[src/design/affine_matrix_inverse_top_assert.svh]
// Assertion macros shared by the affine matrix inverse modules.
// Each macro expects clk_i and rst_ni to be visible where it is used.
`ifndef AFFINE_MATRIX_INVERSE_TOP_ASSERT_SVH
`define AFFINE_MATRIX_INVERSE_TOP_ASSERT_SVH
// Same-cycle implication, disabled while reset is asserted.
`define AMI_ASSERT_SAME(lbl, ante, cons, msg) \
  lbl: assert property (@(posedge clk_i) disable iff (!rst_ni) (ante) |-> (cons)) \
    else $error(msg);
// Next-cycle implication, disabled while reset is asserted.
`define AMI_ASSERT_NEXT(lbl, ante, cons, msg) \
  lbl: assert property (@(posedge clk_i) disable iff (!rst_ni) (ante) |=> (cons)) \
    else $error(msg);
`endif

[src/design/ami_pkg.sv]
// Package for the affine matrix inverse: widths, constants and stage structs.
// No dependencies; every module of the block imports it.
package ami_pkg;
  localparam int FracBits = 16;
  localparam int WordW    = 32;
  localparam int WideW    = 2 * WordW;
  localparam int Lanes    = 6;
  localparam int TolW     = 16;
  localparam int DivSteps = WordW;

  localparam logic [WordW-1:0] One    = WordW'(1) << FracBits;
  localparam logic [WordW-1:0] PosMax = {1'b0, {(WordW-1){1'b1}}};
  localparam logic [WordW-1:0] NegMin = {1'b1, {(WordW-1){1'b0}}};

  typedef struct packed {
    logic [Lanes-1:0][WordW-1:0] term;
  } in_t;

  typedef struct packed {
    logic [Lanes-1:0][WideW-1:0] prod;
    logic [3:0][WordW-1:0]       lin;
  } mul_t;

  typedef struct packed {
    logic [Lanes-1:0][WideW-1:0] rem;
    logic [Lanes-1:0][WordW-1:0] dq;
    logic [Lanes-1:0]            neg;
    logic [Lanes-1:0]            ovf;
    logic                        singular;
    logic [WideW-1:0]            dmag;
  } div_t;

  typedef struct packed {
    logic [Lanes-1:0][WordW-1:0] inv;
    logic                        invertible;
  } res_t;
endpackage

[src/design/ami_prep.sv]
// Stages two to four: determinant and numerators, magnitudes and the
// singularity test, then the quotient range check. Depends on ami_pkg.
module ami_prep import ami_pkg::*; (
  input  logic            clk_i,
  input  logic            rst_ni,
  input  logic            en_i,
  input  logic [TolW-1:0] tol_i,
  input  logic            valid_i,
  input  mul_t            data_i,
  output logic            valid_o,
  output div_t            data_o
);
  logic [Lanes-1:0][WideW-1:0] num_d, num_q;
  logic [WideW-1:0]            det_d, det_q;
  logic [Lanes-1:0][WideW-1:0] mag_d, mag_q;
  logic [Lanes-1:0]            neg_d, neg_q;
  logic [WideW-1:0]            dmag_d, dmag_q;
  logic [WideW-1:0]            lim;
  logic                        sing_d, sing_q;
  div_t                        div_d, div_q;
  logic [2:0]                  vld_q;

  always_comb begin
    det_d    = data_i.prod[0] - data_i.prod[1];
    num_d[0] = WideW'($signed(data_i.lin[3])) <<< FracBits;
    num_d[1] = -(WideW'($signed(data_i.lin[1])) <<< FracBits);
    num_d[2] = -(WideW'($signed(data_i.lin[2])) <<< FracBits);
    num_d[3] = WideW'($signed(data_i.lin[0])) <<< FracBits;
    num_d[4] = data_i.prod[2] - data_i.prod[3];
    num_d[5] = data_i.prod[4] - data_i.prod[5];
  end

  always_comb begin
    lim    = WideW'(tol_i) << FracBits;
    dmag_d = det_q[WideW-1] ? -det_q : det_q;
    sing_d = (det_q == '0) || (dmag_d < lim);
    for (int l = 0; l < Lanes; l++) begin
      mag_d[l] = num_q[l][WideW-1] ? -num_q[l] : num_q[l];
      neg_d[l] = num_q[l][WideW-1] ^ det_q[WideW-1];
    end
  end

  always_comb begin
    div_d.singular = sing_q;
    div_d.dmag     = dmag_q;
    div_d.neg      = neg_q;
    for (int l = 0; l < Lanes; l++) begin
      div_d.ovf[l] = {{WordW{1'b0}}, mag_q[l]}
                     >= ({{WordW{1'b0}}, dmag_q} << (WordW - FracBits));
      div_d.rem[l] = mag_q[l] >> (WordW - FracBits);
      div_d.dq[l]  = WordW'(mag_q[l] << FracBits);
    end
  end

  always_ff @(posedge clk_i or negedge rst_ni) begin
    if (!rst_ni) begin
      vld_q <= '0;
    end else if (en_i) begin
      vld_q <= {vld_q[1:0], valid_i};
    end
  end

  always_ff @(posedge clk_i) begin
    if (en_i) begin
      num_q  <= num_d;
      det_q  <= det_d;
      mag_q  <= mag_d;
      neg_q  <= neg_d;
      dmag_q <= dmag_d;
      sing_q <= sing_d;
      div_q  <= div_d;
    end
  end

  assign valid_o = vld_q[2];
  assign data_o  = div_q;
endmodule

[config.mk]
export PLATFORM = sky130hd
export DESIGN_NAME = ami_prep
export DESIGN_NICKNAME = d
export VERILOG_FILES = /design/src/design/affine_matrix_inverse_top_assert.svh /design/src/design/ami_pkg.sv /design/src/design/ami_prep.sv
export SDC_FILE = /design/constraint.sdc
export NUM_CORES = 2
export LEC_CHECK = 0
export ABC_AREA = 1
export BUFFER_PORTS_ARGS = -buffer_cell sky130_fd_sc_hd__buf_2
export CORE_AREA = 2 2 464 466
export CTS_CLUSTER_SIZE = 24
export DETAILED_ROUTE_END_ITERATION = 8
export DIE_AREA = 0 0 466 468
export GPL_TIMING_DRIVEN = 0
export PLACE_DENSITY = 0.53
export SLEW_MARGIN = 20
export SYNTH_ARGS = -nofsm -noshare
export SYNTH_HDL_FRONTEND = slang
export SYNTH_SLANG_ARGS = --single-unit
[constraint.sdc]
create_clock -name clk_i -period 3.7 [get_ports clk_i]
set_input_delay 0.37 -clock clk_i [delete_from_list [all_inputs] [get_ports clk_i]]
set_output_delay 0.37 -clock clk_i [all_outputs]
set_load 0.03 [all_outputs]
Yosys cells after proc, flatten, opt, wreduce, memory -nomap -nowiden

Index checks and enable logic that the tools add are counted.

Mux-type cells: 7
Reduce and logical (&&, ||, !) cells: 2
$add $sub $neg: 12
$lt $le $gt $ge: 7
Bitwise operators: 6

Operators with widths:

| operator           | number |
|---|---|
| $ge A64 B80 Y1     | 6 |
| $neg A64 Y64       | 7 |
| $mux W63           | 6 |
| $sub A64 B64 Y64   | 3 |
| $neg A48 Y64       | 2 |
| $logic_not A64 Y1  | 1 |
| $lt A64 B32 Y1     | 1 |
| $mux W64           | 1 |
| $xor A1 B1 Y1      | 6 |
| $logic_or A1 B1 Y1 | 1 |

Flip-flop bits (word level): 1303
Word-level logic and storage cells: 75

Logic depth before layout (Yosys ltp)

Word-level depth: 4
Gate-level depth with buffers: 18

Worst setup path after synthesis

No wires, ideal clock.

Kind: register to register
Start point: register det_q[63]
End point: register sing_q (data pin)
Slack: 1.100 ns
Data arrival time: 2.453 ns
Data required time: 3.553 ns
Stages on the path, launching flop included: 17
Library setup time: 0.147 ns
Cells stage by stage: edfxtp_1 buf_2 clkbuf_1 inv_1 clkbuf_1 o21ai_0 xor2_1 ha_1 a21oi_1 o21ai_0 a21oi_1 nand4_1 nor2_1 nand3_1 nor2_1 nand2_1 o21bai_1

Elaborated cells between the ends (all ways): 5
Classes of those cells: 1 x add/sub; 1 x order compare; 1 x mux; 2 x reduce/logical

RTL lines:

| item                     | RTL line       | text |
|---|---|---|
| start: declaration       | ami_prep.sv:14 | `logic [WideW-1:0] det_d, det_q;` |
| start signal: assignment | ami_prep.sv:66 | `det_q <= det_d;` |
| $mux W64                 | ami_prep.sv:35 | `dmag_d = det_q[WideW-1] ? -det_q : det_q;` |
| via dmag_d[25]           | ami_prep.sv:17 | `logic [WideW-1:0] dmag_d, dmag_q;` |
| $lt A64 B32 Y1           | ami_prep.sv:36 | `sing_d = (det_q == '0) \|\| (dmag_d < lim);` |
| $logic_or A1 B1 Y1       | ami_prep.sv:36 |  |
| via sing_d               | ami_prep.sv:19 | `logic sing_d, sing_q;` |
| end signal: assignment   | ami_prep.sv:70 | `sing_q <= sing_d;` |
| end: declaration         | ami_prep.sv:19 |  |

The timed path passes the listed nets, and every way through them passes these cells.
A chain may end at the register's enable or synchronous reset.

Final worst setup path

Ends and elaborated chain as after synthesis.

==> summary.md <==
| Metric | Value |
|---|---|
| Largest net degree at the start of global routing | roughly 130 |
| Post-route ant nets | 0 |
| Post-synth top flop | edfxtp_1 |
| CTS tree | built |
| Sequential share of the synthesized area | 0.504 |
| Ys Warns | 0 |
| Actual slew at the worst max-slew pin | 1.19 ns |
| Final Setup Violations | 0 |
| Core Area | 0.213 mm^2 |
| Die height | about 470 um |
| Routability-driven placement congestion ratio | 0.979 |
| Starting density of the core | 0.319 |
| First-pass GRT wire length | about 380 mm |
| Hold Crit Class | input pin to register |
| Worst hold stages | 3 |
| Crit-path max FO | 10 |
| CP Data Required Time | approximately 4.3 ns |
| Number of synthesized register bits | ~1100 |
| Port Buf Inserts | between 900 and 1000 |
| Yosys top cell by area | edfxtp_1 |
| Syn Area/Cell | a little under 10 um^2 |
| Vias in the first global route | 53900 |
| Clk_lat worst skew | 0.82 ns |
| Top cells by area, synth | edfxtp_1 50%, ha_1 9.2%, nand2_1 6.0%, inv_1 4.8%, nor2_1 4.8% |
| Layout cells sized above 1 | 0.176 |
| Startpoint Class | register |
| Final period util | 0.955 |
| Die area | approximately 0.22 mm^2 |
| MaxCap Viol Count | 0 |
| Num CTS Buffers | 140 |
| Post-synth ARST share | 0.00262 |
| Root buffer cell | clkbuf_16 |
| Crit path capture type | register |
| H-tree depth | 4 |
| Vias | about 56000 |
| Grt total ovfl | 0 |
| DRC | 0 |
| Dpl hpwl | approximately 230 mm |
| Pre-CTS WS | -0.610 ns |
| Initial antenna violation count | 24 |
| Initial DRT Pass Iterations | 6 |
| Top-area cell type share of the netlist area | 0.503 |
| Fin util | 0.393 |
| P per Cell Area | between 400 and 500 mW/mm^2 |
| Clk pin slew, worst setup/hold paths | ~0.05 ns |
| Kind of critical path | register to register |
| Max Clk Rate | around 0.28 GHz |
| Worst-case reg-to-reg path depth | 14 |
| Average wire per standard cell | between 20 and 25 um |
| Minimum clock period | 3.53 ns |
| Clock net sink count | 1143 |
| Nets | between 9000 and 10000 |
| Total Wirelength | roughly 280 mm |
| Area grow syn2layout | 23.0% |
| Syn Inst Count | just over 7000 |
| Vias per inst | around 4.8 |
| Total power | approximately 42 mW |
| Setup TNS | 0 ns |
| GR Util All Layers | 0.245 |
| Netlist area before placement | 0.0681 mm^2 |
| Final hold vios | 0 |
| Status | finished clean |
| Slew Viols, Final | 0 |
| Die width | ~470 um |
| 1st-iter DRT viols | about 4600 |
| Final worst slack | approximately 0.17 ns |
| Clk_skew | 0.0378 ns |
| Number of synthesized flops with an enable pin | 1140 |
| Number of I/O pins | between 1000 and 1500 |
| Peak VDD IR | roughly 0.36 mV |
| Fill cell count | about 21000 |
| Static Leak | roughly 36 nW |
| Arrival time worst endpoint | 4.15 ns |
| Largest buffer count on any clock path | 3 |
| Num rows | 170 |
| Distinct cells, synth | 66 |
| Rel. slew slack | 0.208 |
-- final cells by class --
cell class / count / area (um^2) / area share
diodes: 15 / 37.5 / 0.000448
plain buffers: 298 / 2090 / 0.0250
clock buffers: 165 / 3660 / 0.0437
clock inverters: 77 / 773 / 0.00923
inverters: 887 / 3330 / 0.0398
multi-input cells: 5019 / 29500 / 0.353
flip-flops and latches: 1143 / 34300 / 0.409
well taps: 2838 / 3550 / 0.0424
repair buffers: 1092 / 6470 / 0.0773
-- logic make-up (layout without fill, tap and decap cells) --
| kind of cell | Yosys count | in the layout | synth area share |
|---|---|---|---|
| DFF | 1143 | 1143 | 0.504 |
| and+or+nand+nor | 2637 | 2637 | 0.169 |
| AOI/OAI and AO/OA | 1080 | 1080 | 0.0894 |
| buffers and inverters | 1186 | 2519 | 0.0796 |
| other | 1 | 303 | 0.0000551 |
| xor gates and xnor gates | 509 | 509 | 0.0655 |
| adders and majority gates | 504 | 504 | 0.0929 |
| muxes | 1 | 1 | 0.000165 |
-- power breakdown --
group | switching [mW] | internal (mW)
Combinational | 7.20 | 3.25
Sequential | 1.39 | 16.4
Clock | 5.72 | 7.64
-- worst max-delay path: stages, from the launching register on --
cell and delay, ns:
edfxtp_1 0.38, clkbuf_4 0.26, buf_2 0.37, buf_2 0.37, buf_2 0.31, nand2_1 0.10, xnor2_1 0.34, ha_1 0.32
nand2_1 0.08, nor2_1 0.05, a211oi_1 0.22, nand2_1 0.14, nand2_1 0.15, nand2_1 0.09, o21bai_1 0.17
-- cells in the final DEF (no fill, tap or decap), drive strengths merged, types with 3 or more instances in the layout --
cell	count
nand2	1102
ha	501
a221oi	18
xor2	312
clkinvlp	4
diode	15
o31ai	20
o41ai	4
o2111ai	10
nor2	898
o21ai	330
o21bai	50
o211ai	12
clkinv	65
or4	4
clkbuf	197
dfrtp	3
dlygate4sd3	148
a211oi	21
o21a	23
nand3	244
nor4	82
buf	1210
xnor2	197
nand3b	46
a21oi	490
a21o	21
edfxtp	1140
inv	888
or2	11
a21boi	7
nand4	105
nor3	138
fa	3
o221ai	9
bufinv	7
a31oi	58
conb	288
-- worst paths after layout --
kind                       slack [ns]    endpoint        start
setup reg to reg                 0.17      sing_q    det_q[63]
min in group asynchronous        0.43    vld_q[2]       rst_ni
hold reg to reg                  0.42  data_o[74]     neg_q[3]
setup / recovery                 0.17      sing_q    det_q[63]
hold / removal                   0.08  num_q[321]  data_i[449]
max in group asynchronous        3.13    vld_q[0]       rst_ni
-- cell usage after synthesis, types with 5 or more instances --
cell       number
o2111ai_1      10
nor3_1        126
a221oi_1       18
clkinv_1        5
a21o_1         21
nor3_4          5
nand3_1       238
nor2_1        870
o211ai_1       12
nand4_2         6
o31ai_1        20
a31oi_1        58
o21ai_0       280
nor4_1         77
xnor2_1       197
buf_2           7
nand3_2         5
o21a_1         23
o21ai_1        42
nor2_4          9
o221ai_1        9
xor2_1        312
nand4_1        99
nand2_1      1091
a211oi_1       21
ha_1          501
nor3_2          7
buf_4         256
o21bai_1       49
nor2_2         18
nand2_2         9
a21boi_0        7
nand3b_1       46
or2_2           9
o21ai_2         8
inv_1         877
a21oi_1       488
edfxtp_1     1140
clkbuf_1       32
-- layer usage --
| metal | routed length, um | track usage |
|---|---|---|
| met1 | 118000 | 0.315 |
| met2 | 131000 | 0.407 |
| met3 | 15400 | 0.0360 |
| met4 | 13400 | 0.108 |
| met5 | 31 | 0 |
-- repair_timing --
| action | 4_1_cts | 5_1_grt |
|---|---|---|
| gates resized for setup | 7 | 27 |
| hold buffers | 148 | 0 |
| setup buffers | 2 | 3 |
| pin swaps | 0 | 3 |
| hold endpoints to repair | 165 | 0 |
| setup endpoints to repair | 1 | 1 |
-- state kept, by name, summed over array words and instances (netlist names) --
| register | count |
|---|---|
| data_o | 397 |
| det_q | 64 |
| div_d | 320 |
| dmag_q | 64 |
| neg_q | 6 |
| num_q | 288 |
| sing_q | 1 |
| vld_q | 3 |
-- metrics by stage --
stage          hold WS [ns]  std cells  area [um^2]
2_1_floorplan        0.0744       7348        69200
3_3_place_gp          0.163      11100        77400
3_5_place_dp          0.168      11100        77700
4_1_cts             0.00952      11500        83600
5_1_grt              0.0284      11500        83700
6_report             0.0784      11500        83800
Note: power is estimated with default switching activity, not from simulation.
